[src/rtl/sorted_table_binary_search_assert.svh]
// Assertion macros for the sorted table search block.
// Each macro takes a label, a property expression and a message string.
// The clock is aclk; STS_ASSERT is off while aresetn is low, STS_ASSERT_RST checks during reset too.
`ifndef SORTED_TABLE_BINARY_SEARCH_ASSERT_SVH
`define SORTED_TABLE_BINARY_SEARCH_ASSERT_SVH

`ifndef SYNTH

`define STS_ASSERT(label, prop, msg) \
    label: assert property (@(posedge aclk) disable iff (!aresetn) (prop)) \
        else $error(msg);

`define STS_ASSERT_RST(label, prop, msg) \
    label: assert property (@(posedge aclk) (prop)) \
        else $error(msg);

`else

`define STS_ASSERT(label, prop, msg)

`define STS_ASSERT_RST(label, prop, msg)

`endif

`endif

[src/rtl/sts_pkg.sv]
`default_nettype none

package sts_pkg;

    localparam int TABLE_DEPTH_DEF = 16;
    localparam int COUNT_W         = 5;
    localparam int INDEX_W         = 4;
    localparam int KEY_W           = 16;
    localparam int TAG_W           = 8;

    localparam logic CMD_LOAD   = 1'b0;
    localparam logic CMD_SEARCH = 1'b1;

    // sequencer steps
    typedef enum logic [1:0] {
        ST_IDLE,
        ST_PROBE,
        ST_CMP,
        ST_EMIT
    } step_t;

    // jump conditions
    typedef enum logic [1:0] {
        COND_SEARCH,
        COND_EMPTY,
        COND_HIT,
        COND_OUT_FREE
    } cond_t;

    typedef struct packed {
        cond_t cond;     // condition tested in this step
        step_t jump;     // taken when cond is true
        step_t next;     // taken otherwise
        logic  take_in;  // input channel open
        logic  probe;    // range check, midpoint read
        logic  compare;  // compare key, narrow range
        logic  emit;     // load result register
    } ucode_t;

    function automatic ucode_t ucode_rom(step_t step);
        ucode_t uc;
        uc = '0;
        unique case (step)
            ST_IDLE: begin
                uc.cond    = COND_SEARCH;
                uc.jump    = ST_PROBE;
                uc.next    = ST_IDLE;
                uc.take_in = 1'b1;
            end
            ST_PROBE: begin
                uc.cond  = COND_EMPTY;
                uc.jump  = ST_EMIT;
                uc.next  = ST_CMP;
                uc.probe = 1'b1;
            end
            ST_CMP: begin
                uc.cond    = COND_HIT;
                uc.jump    = ST_EMIT;
                uc.next    = ST_PROBE;
                uc.compare = 1'b1;
            end
            ST_EMIT: begin
                uc.cond = COND_OUT_FREE;
                uc.jump = ST_IDLE;
                uc.next = ST_EMIT;
                uc.emit = 1'b1;
            end
            default: begin
                uc = '0;
            end
        endcase
        return uc;
    endfunction

endpackage

`default_nettype wire

[src/rtl/sorted_table_binary_search.sv]
`default_nettype none

// Channel  | Handshake          | Word
// ---------+--------------------+------------------------------------------------
// s_       | s_valid / s_ready  | s_command, s_entry_index, s_price, s_title_tag
// m_       | m_valid / m_ready  | m_found, m_match_index, m_match_title
// cfg_     | cfg_wr_en          | cfg_wr_data (entry_count)
//
// A load word gives no result. A search runs through P probes (at most
// log2(TABLE_DEPTH)+1): each probe reads the table at the midpoint in the
// probe step (registered read), then compares the key and halves the range in
// the compare step; a miss ends with a final probe step that finds the range
// empty. On a hit or a miss the sequencer then goes to its emit step.
// Reset (aresetn low, synchronous) clears the sequencer, count and m_valid;
// the table itself holds whatever was loaded and is undefined until written.
// The result sits in an output register; the sequencer waits in its emit step
// only while that register still holds an untaken word.

module sorted_table_binary_search #(
    parameter int TABLE_DEPTH = sts_pkg::TABLE_DEPTH_DEF
) (
    input  wire logic                         aclk,
    input  wire logic                         aresetn,

    input  wire logic                         cfg_wr_en,
    input  wire logic [sts_pkg::COUNT_W-1:0]  cfg_wr_data,

    input  wire logic                         s_valid,
    output logic                              s_ready,
    input  wire logic                         s_command,
    input  wire logic [sts_pkg::INDEX_W-1:0]  s_entry_index,
    input  wire logic [sts_pkg::KEY_W-1:0]    s_price,
    input  wire logic [sts_pkg::TAG_W-1:0]    s_title_tag,

    output logic                              m_valid,
    input  wire logic                         m_ready,
    output logic                              m_found,
    output logic [sts_pkg::INDEX_W-1:0]       m_match_index,
    output logic [sts_pkg::TAG_W-1:0]         m_match_title
);

    // table address, range bound and wide compare widths
    localparam int IDX_W = (TABLE_DEPTH > 1) ? $clog2(TABLE_DEPTH) : 1;
    localparam int CW    = $clog2(TABLE_DEPTH + 1);
    localparam int SW    = (CW > sts_pkg::COUNT_W) ? CW : sts_pkg::COUNT_W;
    localparam int AW    = ((IDX_W > sts_pkg::INDEX_W) ? IDX_W : sts_pkg::INDEX_W) + 1;

    // ---------------------------------------------------------------------
    // Sequencer: step counter plus control word from the microcode table
    // ---------------------------------------------------------------------
    sts_pkg::step_t  step_reg, step_next;
    sts_pkg::ucode_t uc;
    logic            cond_true;

    // datapath
    logic [sts_pkg::COUNT_W-1:0] entry_count_reg;
    logic [sts_pkg::KEY_W-1:0]   key_reg;
    logic [CW-1:0]               first_reg;
    logic [CW-1:0]               end_reg;      // one past last
    logic [IDX_W-1:0]            mid_reg;
    logic                        hit_reg;
    logic [sts_pkg::KEY_W-1:0]   rd_key_reg;
    logic [sts_pkg::TAG_W-1:0]   rd_title_reg;

    logic [sts_pkg::KEY_W-1:0]   key_mem   [TABLE_DEPTH];
    logic [sts_pkg::TAG_W-1:0]   title_mem [TABLE_DEPTH];

    logic                        in_fire;
    logic                        search_fire;
    logic                        load_fire;
    logic                        out_free;
    logic                        range_empty;
    logic                        key_eq;
    logic [CW:0]                 mid_sum;
    logic [IDX_W-1:0]            mid_calc;
    logic [SW-1:0]               count_wide;
    logic [CW-1:0]               count_sat;
    logic [AW-1:0]               slot_wide;
    logic                        slot_ok;
    logic [AW-1:0]               mid_wide;

    always_comb begin
        uc = sts_pkg::ucode_rom(step_reg);
    end

    // handshake and condition decode
    assign s_ready     = uc.take_in;
    assign in_fire     = s_valid && s_ready;
    assign search_fire = in_fire && (s_command == sts_pkg::CMD_SEARCH);
    assign load_fire   = in_fire && (s_command == sts_pkg::CMD_LOAD);
    assign out_free    = !m_valid || m_ready;

    // range [first, end): empty when first reaches end
    assign range_empty = (first_reg >= end_reg);
    // floor((first + last) / 2) with last = end - 1; end >= 1 when not empty
    assign mid_sum     = {1'b0, first_reg} + {1'b0, end_reg} - {{CW{1'b0}}, 1'b1};
    assign mid_calc    = mid_sum[IDX_W:1];
    assign key_eq      = (rd_key_reg == key_reg);

    // count saturates at table depth
    assign count_wide  = SW'(entry_count_reg);
    assign count_sat   = (count_wide > SW'(TABLE_DEPTH)) ? CW'(TABLE_DEPTH)
                                                         : CW'(count_wide);

    // loads beyond the table are dropped
    assign slot_wide   = AW'(s_entry_index);
    assign slot_ok     = (slot_wide < AW'(TABLE_DEPTH));
    assign mid_wide    = AW'(mid_reg);

    always_comb begin
        unique case (uc.cond)
            sts_pkg::COND_SEARCH:   cond_true = search_fire;
            sts_pkg::COND_EMPTY:    cond_true = range_empty;
            sts_pkg::COND_HIT:      cond_true = key_eq;
            sts_pkg::COND_OUT_FREE: cond_true = out_free;
            default:                cond_true = 1'b0;
        endcase
    end

    // next step
    always_comb begin
        step_next = cond_true ? uc.jump : uc.next;
    end

    always_ff @(posedge aclk) begin
        if (!aresetn) begin
            step_reg <= sts_pkg::ST_IDLE;
        end else begin
            step_reg <= step_next;
        end
    end

    // configuration register
    always_ff @(posedge aclk) begin
        if (!aresetn) begin
            entry_count_reg <= '0;
        end else if (cfg_wr_en) begin
            entry_count_reg <= cfg_wr_data;
        end
    end

    // table memory: one write port, one registered read port at the midpoint
    always_ff @(posedge aclk) begin
        if (load_fire && slot_ok) begin
            key_mem[slot_wide[IDX_W-1:0]]   <= s_price;
            title_mem[slot_wide[IDX_W-1:0]] <= s_title_tag;
        end
        if (uc.probe) begin
            rd_key_reg   <= key_mem[mid_calc];
            rd_title_reg <= title_mem[mid_calc];
        end
    end

    // search registers
    always_ff @(posedge aclk) begin
        if (search_fire) begin
            key_reg   <= s_price;
            first_reg <= '0;
            end_reg   <= count_sat;
        end
        if (uc.probe && !range_empty) begin
            mid_reg <= mid_calc;
        end
        if (uc.compare && !key_eq) begin
            if (key_reg < rd_key_reg) begin
                end_reg <= CW'(mid_reg);
            end else begin
                first_reg <= CW'(mid_reg) + CW'(1);
            end
        end
    end

    always_ff @(posedge aclk) begin
        if (!aresetn) begin
            hit_reg <= 1'b0;
        end else if (search_fire) begin
            hit_reg <= 1'b0;
        end else if (uc.compare && key_eq) begin
            hit_reg <= 1'b1;
        end
    end

    // output register
    always_ff @(posedge aclk) begin
        if (!aresetn) begin
            m_valid <= 1'b0;
        end else if (uc.emit && out_free) begin
            m_valid <= 1'b1;
        end else if (m_ready) begin
            m_valid <= 1'b0;
        end
    end

    always_ff @(posedge aclk) begin
        if (uc.emit && out_free) begin
            m_found       <= hit_reg;
            m_match_index <= hit_reg ? mid_wide[sts_pkg::INDEX_W-1:0] : '0;
            m_match_title <= hit_reg ? rd_title_reg : '0;
        end
    end

    // ---------------------------------------------------------------------
    // Assertions
    // ---------------------------------------------------------------------
    `include "sorted_table_binary_search_assert.svh"

    `STS_ASSERT(a_search_starts_probe,
        search_fire |=> (step_reg == sts_pkg::ST_PROBE),
        "search did not start probing")
    `STS_ASSERT(a_hit_goes_emit,
        (step_reg == sts_pkg::ST_CMP) && key_eq |=> (step_reg == sts_pkg::ST_EMIT) && hit_reg,
        "match not sent to emit")
    `STS_ASSERT(a_result_from_emit,
        $rose(m_valid) |-> $past(step_reg == sts_pkg::ST_EMIT),
        "result without emit step")
    `STS_ASSERT(a_miss_zero,
        m_valid && !m_found |-> (m_match_index == '0) && (m_match_title == '0),
        "miss with nonzero fields")
    `STS_ASSERT_RST(a_reset_idle,
        !aresetn |=> (step_reg == sts_pkg::ST_IDLE) && !m_valid,
        "reset did not idle")

endmodule

`default_nettype wire
[config.mk]
export PLATFORM = sky130hd
export DESIGN_NAME = sorted_table_binary_search
export DESIGN_NICKNAME = d
export VERILOG_FILES = /design/src/rtl/sts_pkg.sv /design/src/rtl/sorted_table_binary_search.sv
export VERILOG_INCLUDE_DIRS = /design/src /design/src/rtl
export SDC_FILE = /design/constraint.sdc
export NUM_CORES = 1
export LEC_CHECK = 0
export BUFFER_PORTS_ARGS = -buffer_cell sky130_fd_sc_hd__buf_4
export CORE_MARGIN = 4
export CORE_UTILIZATION = 45
export CTS_BUF_LIST = sky130_fd_sc_hd__clkbuf_4
export DETAILED_ROUTE_END_ITERATION = 12
export PLACE_DENSITY_LB_ADDON = 0.12
export SYNTH_ARGS = -nofsm -noshare
export SYNTH_HDL_FRONTEND = slang
export SYNTH_SLANG_ARGS = --single-unit
[constraint.sdc]
create_clock -name aclk -period 4.51 [get_ports aclk]
set_input_delay 0.902 -clock aclk [delete_from_list [all_inputs] [get_ports aclk]]
set_output_delay 0.902 -clock aclk [all_outputs]
set_load 0.005 [all_outputs]
=== Yosys cells after proc, flatten, opt, wreduce, memory -nomap -nowiden ===
Memory sizes are Yosys's and may differ from the RTL's. A register that Yosys moved wholly into a read port is not among the register bits.
Cells that the tools add are included.

* Output and inout bits: 15
* Register bits after elaboration: 52
* Word-level logic and storage cells: 63
* Bits of input ports: 39
* RAM bits: 384
* Memories: 2

* Multiplexer cells: 18
* Order comparisons: 4
* Add/subtract/negate cells: 3
* Bitwise gates (word level): 2
* Eq/ne operators: 7
* Reductions and logical operators: 16

{| class="wikitable"
|+ Memories
! name !! depth !! bits a word !! rd ports !! clocked after Yosys merged registers in !! wr ports !! line !! source
|-
| key_mem || 16 || 16 || 1 || 1 || 1 || sorted_table_binary_search.sv:65 || <nowiki>logic [sts_pkg::KEY_W-1:0] key_mem [TABLE_DEPTH];</nowiki>
|-
| title_mem || 16 || 8 || 1 || 1 || 1 || sorted_table_binary_search.sv:66 || <nowiki>logic [sts_pkg::TAG_W-1:0] title_mem [TABLE_DEPTH];</nowiki>
|}

{| class="wikitable"
|+ Operators by type and width
! cell !! count
|-
| $mux W5 || 7
|-
| $pmux W6 S4 || 1
|-
| $eq A16 B16 Y1 || 1
|-
| $lt A16 B16 Y1 || 1
|-
| $eq A2 B2 Y1 const B || 4
|-
| $logic_and A1 B1 Y1 || 8
|-
| $mux W1 || 8
|-
| $add A4 B1 Y5 const B || 1
|-
| $add A5 B5 Y5 || 1
|-
| $ge A5 B5 Y1 || 1
|-
| $gt A5 B5 Y1 const B || 1
|-
| $lt A4 B5 Y1 const B || 1
|-
| $sub A5 B1 Y5 const B || 1
|-
| $eq A2 B1 Y1 const B || 2
|-
| $logic_not A2 Y1 || 2
|-
| $pmux W1 S4 || 1
|-
| $logic_not A1 Y1 || 3
|-
| $mux W2 || 1
|-
| $not A1 Y1 || 2
|-
| $reduce_bool A2 Y1 || 1
|-
| $reduce_or A2 Y1 || 1
|-
| $logic_or A1 B1 Y1 || 1
|}

=== Longest topological paths before layout ===
* Word-level depth: 7
* Mapped depth: 12

=== Worst setup path before layout ===
OpenSTA, ideal clock, no wires.

* Path type: input to register
* From: input port s_command
* To: memory key_mem[0][0] (netlist bit), enable pin
* Arrival time: 3.175 ns
* Buffers on the path: 0
* Required time: 4.075 ns
* Setup time: 0.435 ns
* Cell stages on the path: 2
* Setup slack: 0.900 ns
* Cell sequence: or4_1 nor3_1

* Longest elaborated chain between the ends: 5

{| class="wikitable"
|+ RTL lines
! item !! line !! source
|-
| from (decl) || sorted_table_binary_search.sv:30 || <nowiki>input wire logic s_command,</nowiki>
|-
| $not A1 Y1 || sorted_table_binary_search.sv:90 || <nowiki>assign load_fire = in_fire && (s_command == sts_pkg::CMD_LOAD);</nowiki>
|-
| $logic_and A1 B1 Y1 || sorted_table_binary_search.sv:90 ||
|-
| $logic_and A1 B1 Y1 || sorted_table_binary_search.sv:144 || <nowiki>if (load_fire && slot_ok) begin</nowiki>
|-
| $mux W1 || sorted_table_binary_search.sv:144 ||
|-
| $mux W1 (not written as such) || sorted_table_binary_search.sv:145 || <nowiki>key_mem[slot_wide[IDX_W-1:0]] <= s_price;</nowiki>
|-
| to (decl) || sorted_table_binary_search.sv:65 ||
|}

No other way between the ends.

=== Worst setup path after layout ===
* From: register first_reg[1]
* To: register rd_key_reg[3] (netlist bit) (read register of key_mem), data pin

* Longest elaborated chain between the ends: 2

{| class="wikitable"
|+ RTL lines
! item !! line !! source
|-
| from (decl) || sorted_table_binary_search.sv:58 || <nowiki>logic [CW-1:0] first_reg;</nowiki>
|-
| from (signal assigned) || sorted_table_binary_search.sv:168 || <nowiki>first_reg <= CW'(mid_reg) + CW'(1);</nowiki>
|-
| $add A5 B5 Y5 || sorted_table_binary_search.sv:96 || <nowiki>assign mid_sum = {1'b0, first_reg} + {1'b0, end_reg} - {{CW{1'b0}}, 1'b1};</nowiki>
|-
| $sub A5 B1 Y5 || sorted_table_binary_search.sv:96 ||
|-
| to (decl) || sorted_table_binary_search.sv:62 || <nowiki>logic [sts_pkg::KEY_W-1:0] rd_key_reg;</nowiki>
|}

No other way between the ends.
A chain may end at the register's enable or synchronous reset.

==> metrics <==
Final Instance Area 20850 sq um; Compound-Gate Fraction of Synth Area 0.02715; number of flops mapped to enable cells by yosys 441; Clock Sinks 460; multi-input logic area 4283 sq um; syn_nets 1007; WP data arrival 4.11 ns; mux cell area share after synthesis 0.1288; xor/xnor share of the synthesized area 0.002418; CTS tree done; GRT busiest layer met2; CP delay by family, top adder cells; run status finished clean; layout overhead on the synthesized area 15.11%; #FFs+latches synth 460; number of setup violations in the final report 0; worst stage delay on the critical path 1.19 ns; GRT met2 Usage 0.2924; Worst Path Buf+Inv 4; Synth Cell Area 18110 sq um; mean post-synth cell area 19.45 sq um; H-tree depth 3; Final Util 0.5247; Die H 208.6 microns; fmax 277.9 MHz; total die area 43520 sq um; initial antenna violation count 1; CP most frequent cell inv_1; vias 9093; total core area 39730 sq um; Final GP Congestion 0.7226; register area share after synthesis 0.7521; root buf cell clkbuf_4; share of post-route cells with drive strength above 1 0.3206; post-CTS setup buffers 0; crit path time final 3.599 ns; worst-path maximum fanout 35; Max Cap Viol 0; met1 Usage GRT 0.2612; WS Path Type flop to flop; CP max stage cell fa_4; worst relative slew slack 0.2382; PortBufs 53; Placed Cells 1498; Worst-Margin Slew 1.140 ns; setup TNS 0 ns; required time of the critical path 5.03 ns; routed length per placed instance 23.33 microns; Die W 208.6 microns; Detail Route Antenna Nets 0; Hold Vio Cnt, Final 0; DPL Wire Length 22120 microns; final period utilization 0.7979; hold buffer count at cts 0; placed cell area 19430 sq um; Rows 73; Initial Utilization 0.4559; Clock Pin Slew Worst Setup and Hold Paths 0.07 ns; vias in the first global route 9624; Post-synth top flop edfxtp_1; max reg flops 256; final net count 1167; simple-gate share of the synthesized area 0.04352; DR iter-0 viols 676; main combinational cell family by area after synthesis multiplexers; area occupied by registers 13620 sq um; first-pass GRT wire length 60200 microns; post-synthesis adder-cell area fraction 0.02597; YS warnings 0; Syn Inst Count 931; unrepaired setup endpoints after global routing no; Netlist cell types 41; fillcell total 3238; vias per cell 5.343; Post-route DRC 0; Max Root-Sink Buffers 3; worst-path cell chain inv_1 > ha_1 > inv_1 > ha_4 > inv_1 > fa_4 > buf_12 > mux4_2 > and2_1 > a211oi_1 > a31oi_1; Num CTS Buffers 116; skew final 0.05331 ns; GRT Overall Usage 0.1849; Initial DRT Pass Iterations 5; Clk Latency, worst-skew pair 0.79 ns; Startpoint Class flop; CP Capture Type flop; HP Class primary input to flop; Remaining Overflow, GRT 0; GR Util met3 0.04083; final cell count without fillers 1702; Post-Route WL 39710 microns; largest net degree at the start of global routing 49; post_cts resized 0; fin. max-slew vios 0; ys async rst share 0; # IOs 54
-- final timing paths --
path	end	cells past startpoint	from	slack (ns)
max	rd_key_reg[3]	11	first_reg[1]	0.91
min reg2reg	first_reg[0]	2	first_reg[0]	0.47
max reg2reg	rd_key_reg[3]	11	first_reg[1]	0.91
min	count_wide[1]	3	cfg_wr_data[1]	0.40
-- cells by family after synthesis --
logic type / Yosys count
AOI/OAI and AO/OA: 74
adders and majority gates: 37
muxes: 113
buffers and inverters: 88
and+or+nand+nor: 154
xor gates and xnor gates: 5
DFF: 460
-- synth_stat cells, types with 5 or more instances --
cell,n,area share
nand3_1,6,0.0017
nor2_1,18,0.0037
a21oi_1,13,0.0036
buf_2,17,0.0047
dfxtp_1,19,0.021
inv_1,45,0.0093
a211oi_1,25,0.010
nor2b_1,6,0.0021
edfxtp_1,441,0.73
mux4_2,96,0.12
ha_1,36,0.025
a31oi_1,24,0.0083
mux2i_1,17,0.0094
and2_1,38,0.013
nor3_1,5,0.0014
clkbuf_1,23,0.0048
nand2_1,62,0.013
-- area by class of cell --
| cell class | instances | share of cell area |
|---|---|---|
| clock inverters | 38 | 0.008402 |
| flip-flops and latches | 460 | 0.6534 |
| well taps | 525 | 0.03151 |
| repair buffers | 85 | 0.03361 |
| multi-input cells | 383 | 0.2054 |
| clock buffers | 165 | 0.05941 |
| inverters | 45 | 0.008102 |
| diodes | 1 | 0.0001200 |
-- worst register-to-register path: stages (launching register included) --
cell and delay, ns:
dfxtp_1 0.35, inv_1 0.05, ha_1 0.30, inv_1 0.11, ha_4 0.14, inv_1 0.05, fa_4 1.19, buf_12 0.34
mux4_2 0.36, and2_1 0.18, a211oi_1 0.22, a31oi_1 0.06
-- cell usage in the layout, fill, tap and decap left out, types with 2 or more instances in the layout --
master,n
nand2_1,62
clkbuf_4,165
buf_4,80
nand3_1,6
nor3b_1,4
mux4_2,96
a2111oi_0,2
nor2_1,6
nand3b_1,3
nor3_2,4
a21o_1,2
edfxtp_1,441
xnor2_1,3
mux2i_1,17
buf_12,5
a21oi_1,13
clkinv_2,2
clkinv_1,32
nor2_4,12
nor2b_1,6
and2_1,38
inv_2,3
a211oi_1,25
inv_1,44
nand2b_1,4
a31oi_1,24
o21ai_0,4
ha_1,35
dfxtp_1,19
-- metrics by stage --
stage	setup WS [ns]	hold WS, ns
after global placement	0.9856	0.4504
final	0.9114	0.4024
after CTS	0.9079	0.3157
after detailed placement	0.9276	0.4636
after global routing	0.7172	0.3329
after floorplan	0.8998	0.4385
-- metal layers --
metal  routed length, microns  vias up  share of wire
met2                    18970      229           0.48
met5                        0        -              0
met1                    18110     4686           0.46
met4                      645        0          0.016
li1                         -     4125              -
met3                     1989       53          0.050
Power is not shown: default switching activity piles up to over one toggle a cycle in this logic, so the estimate is an artifact.
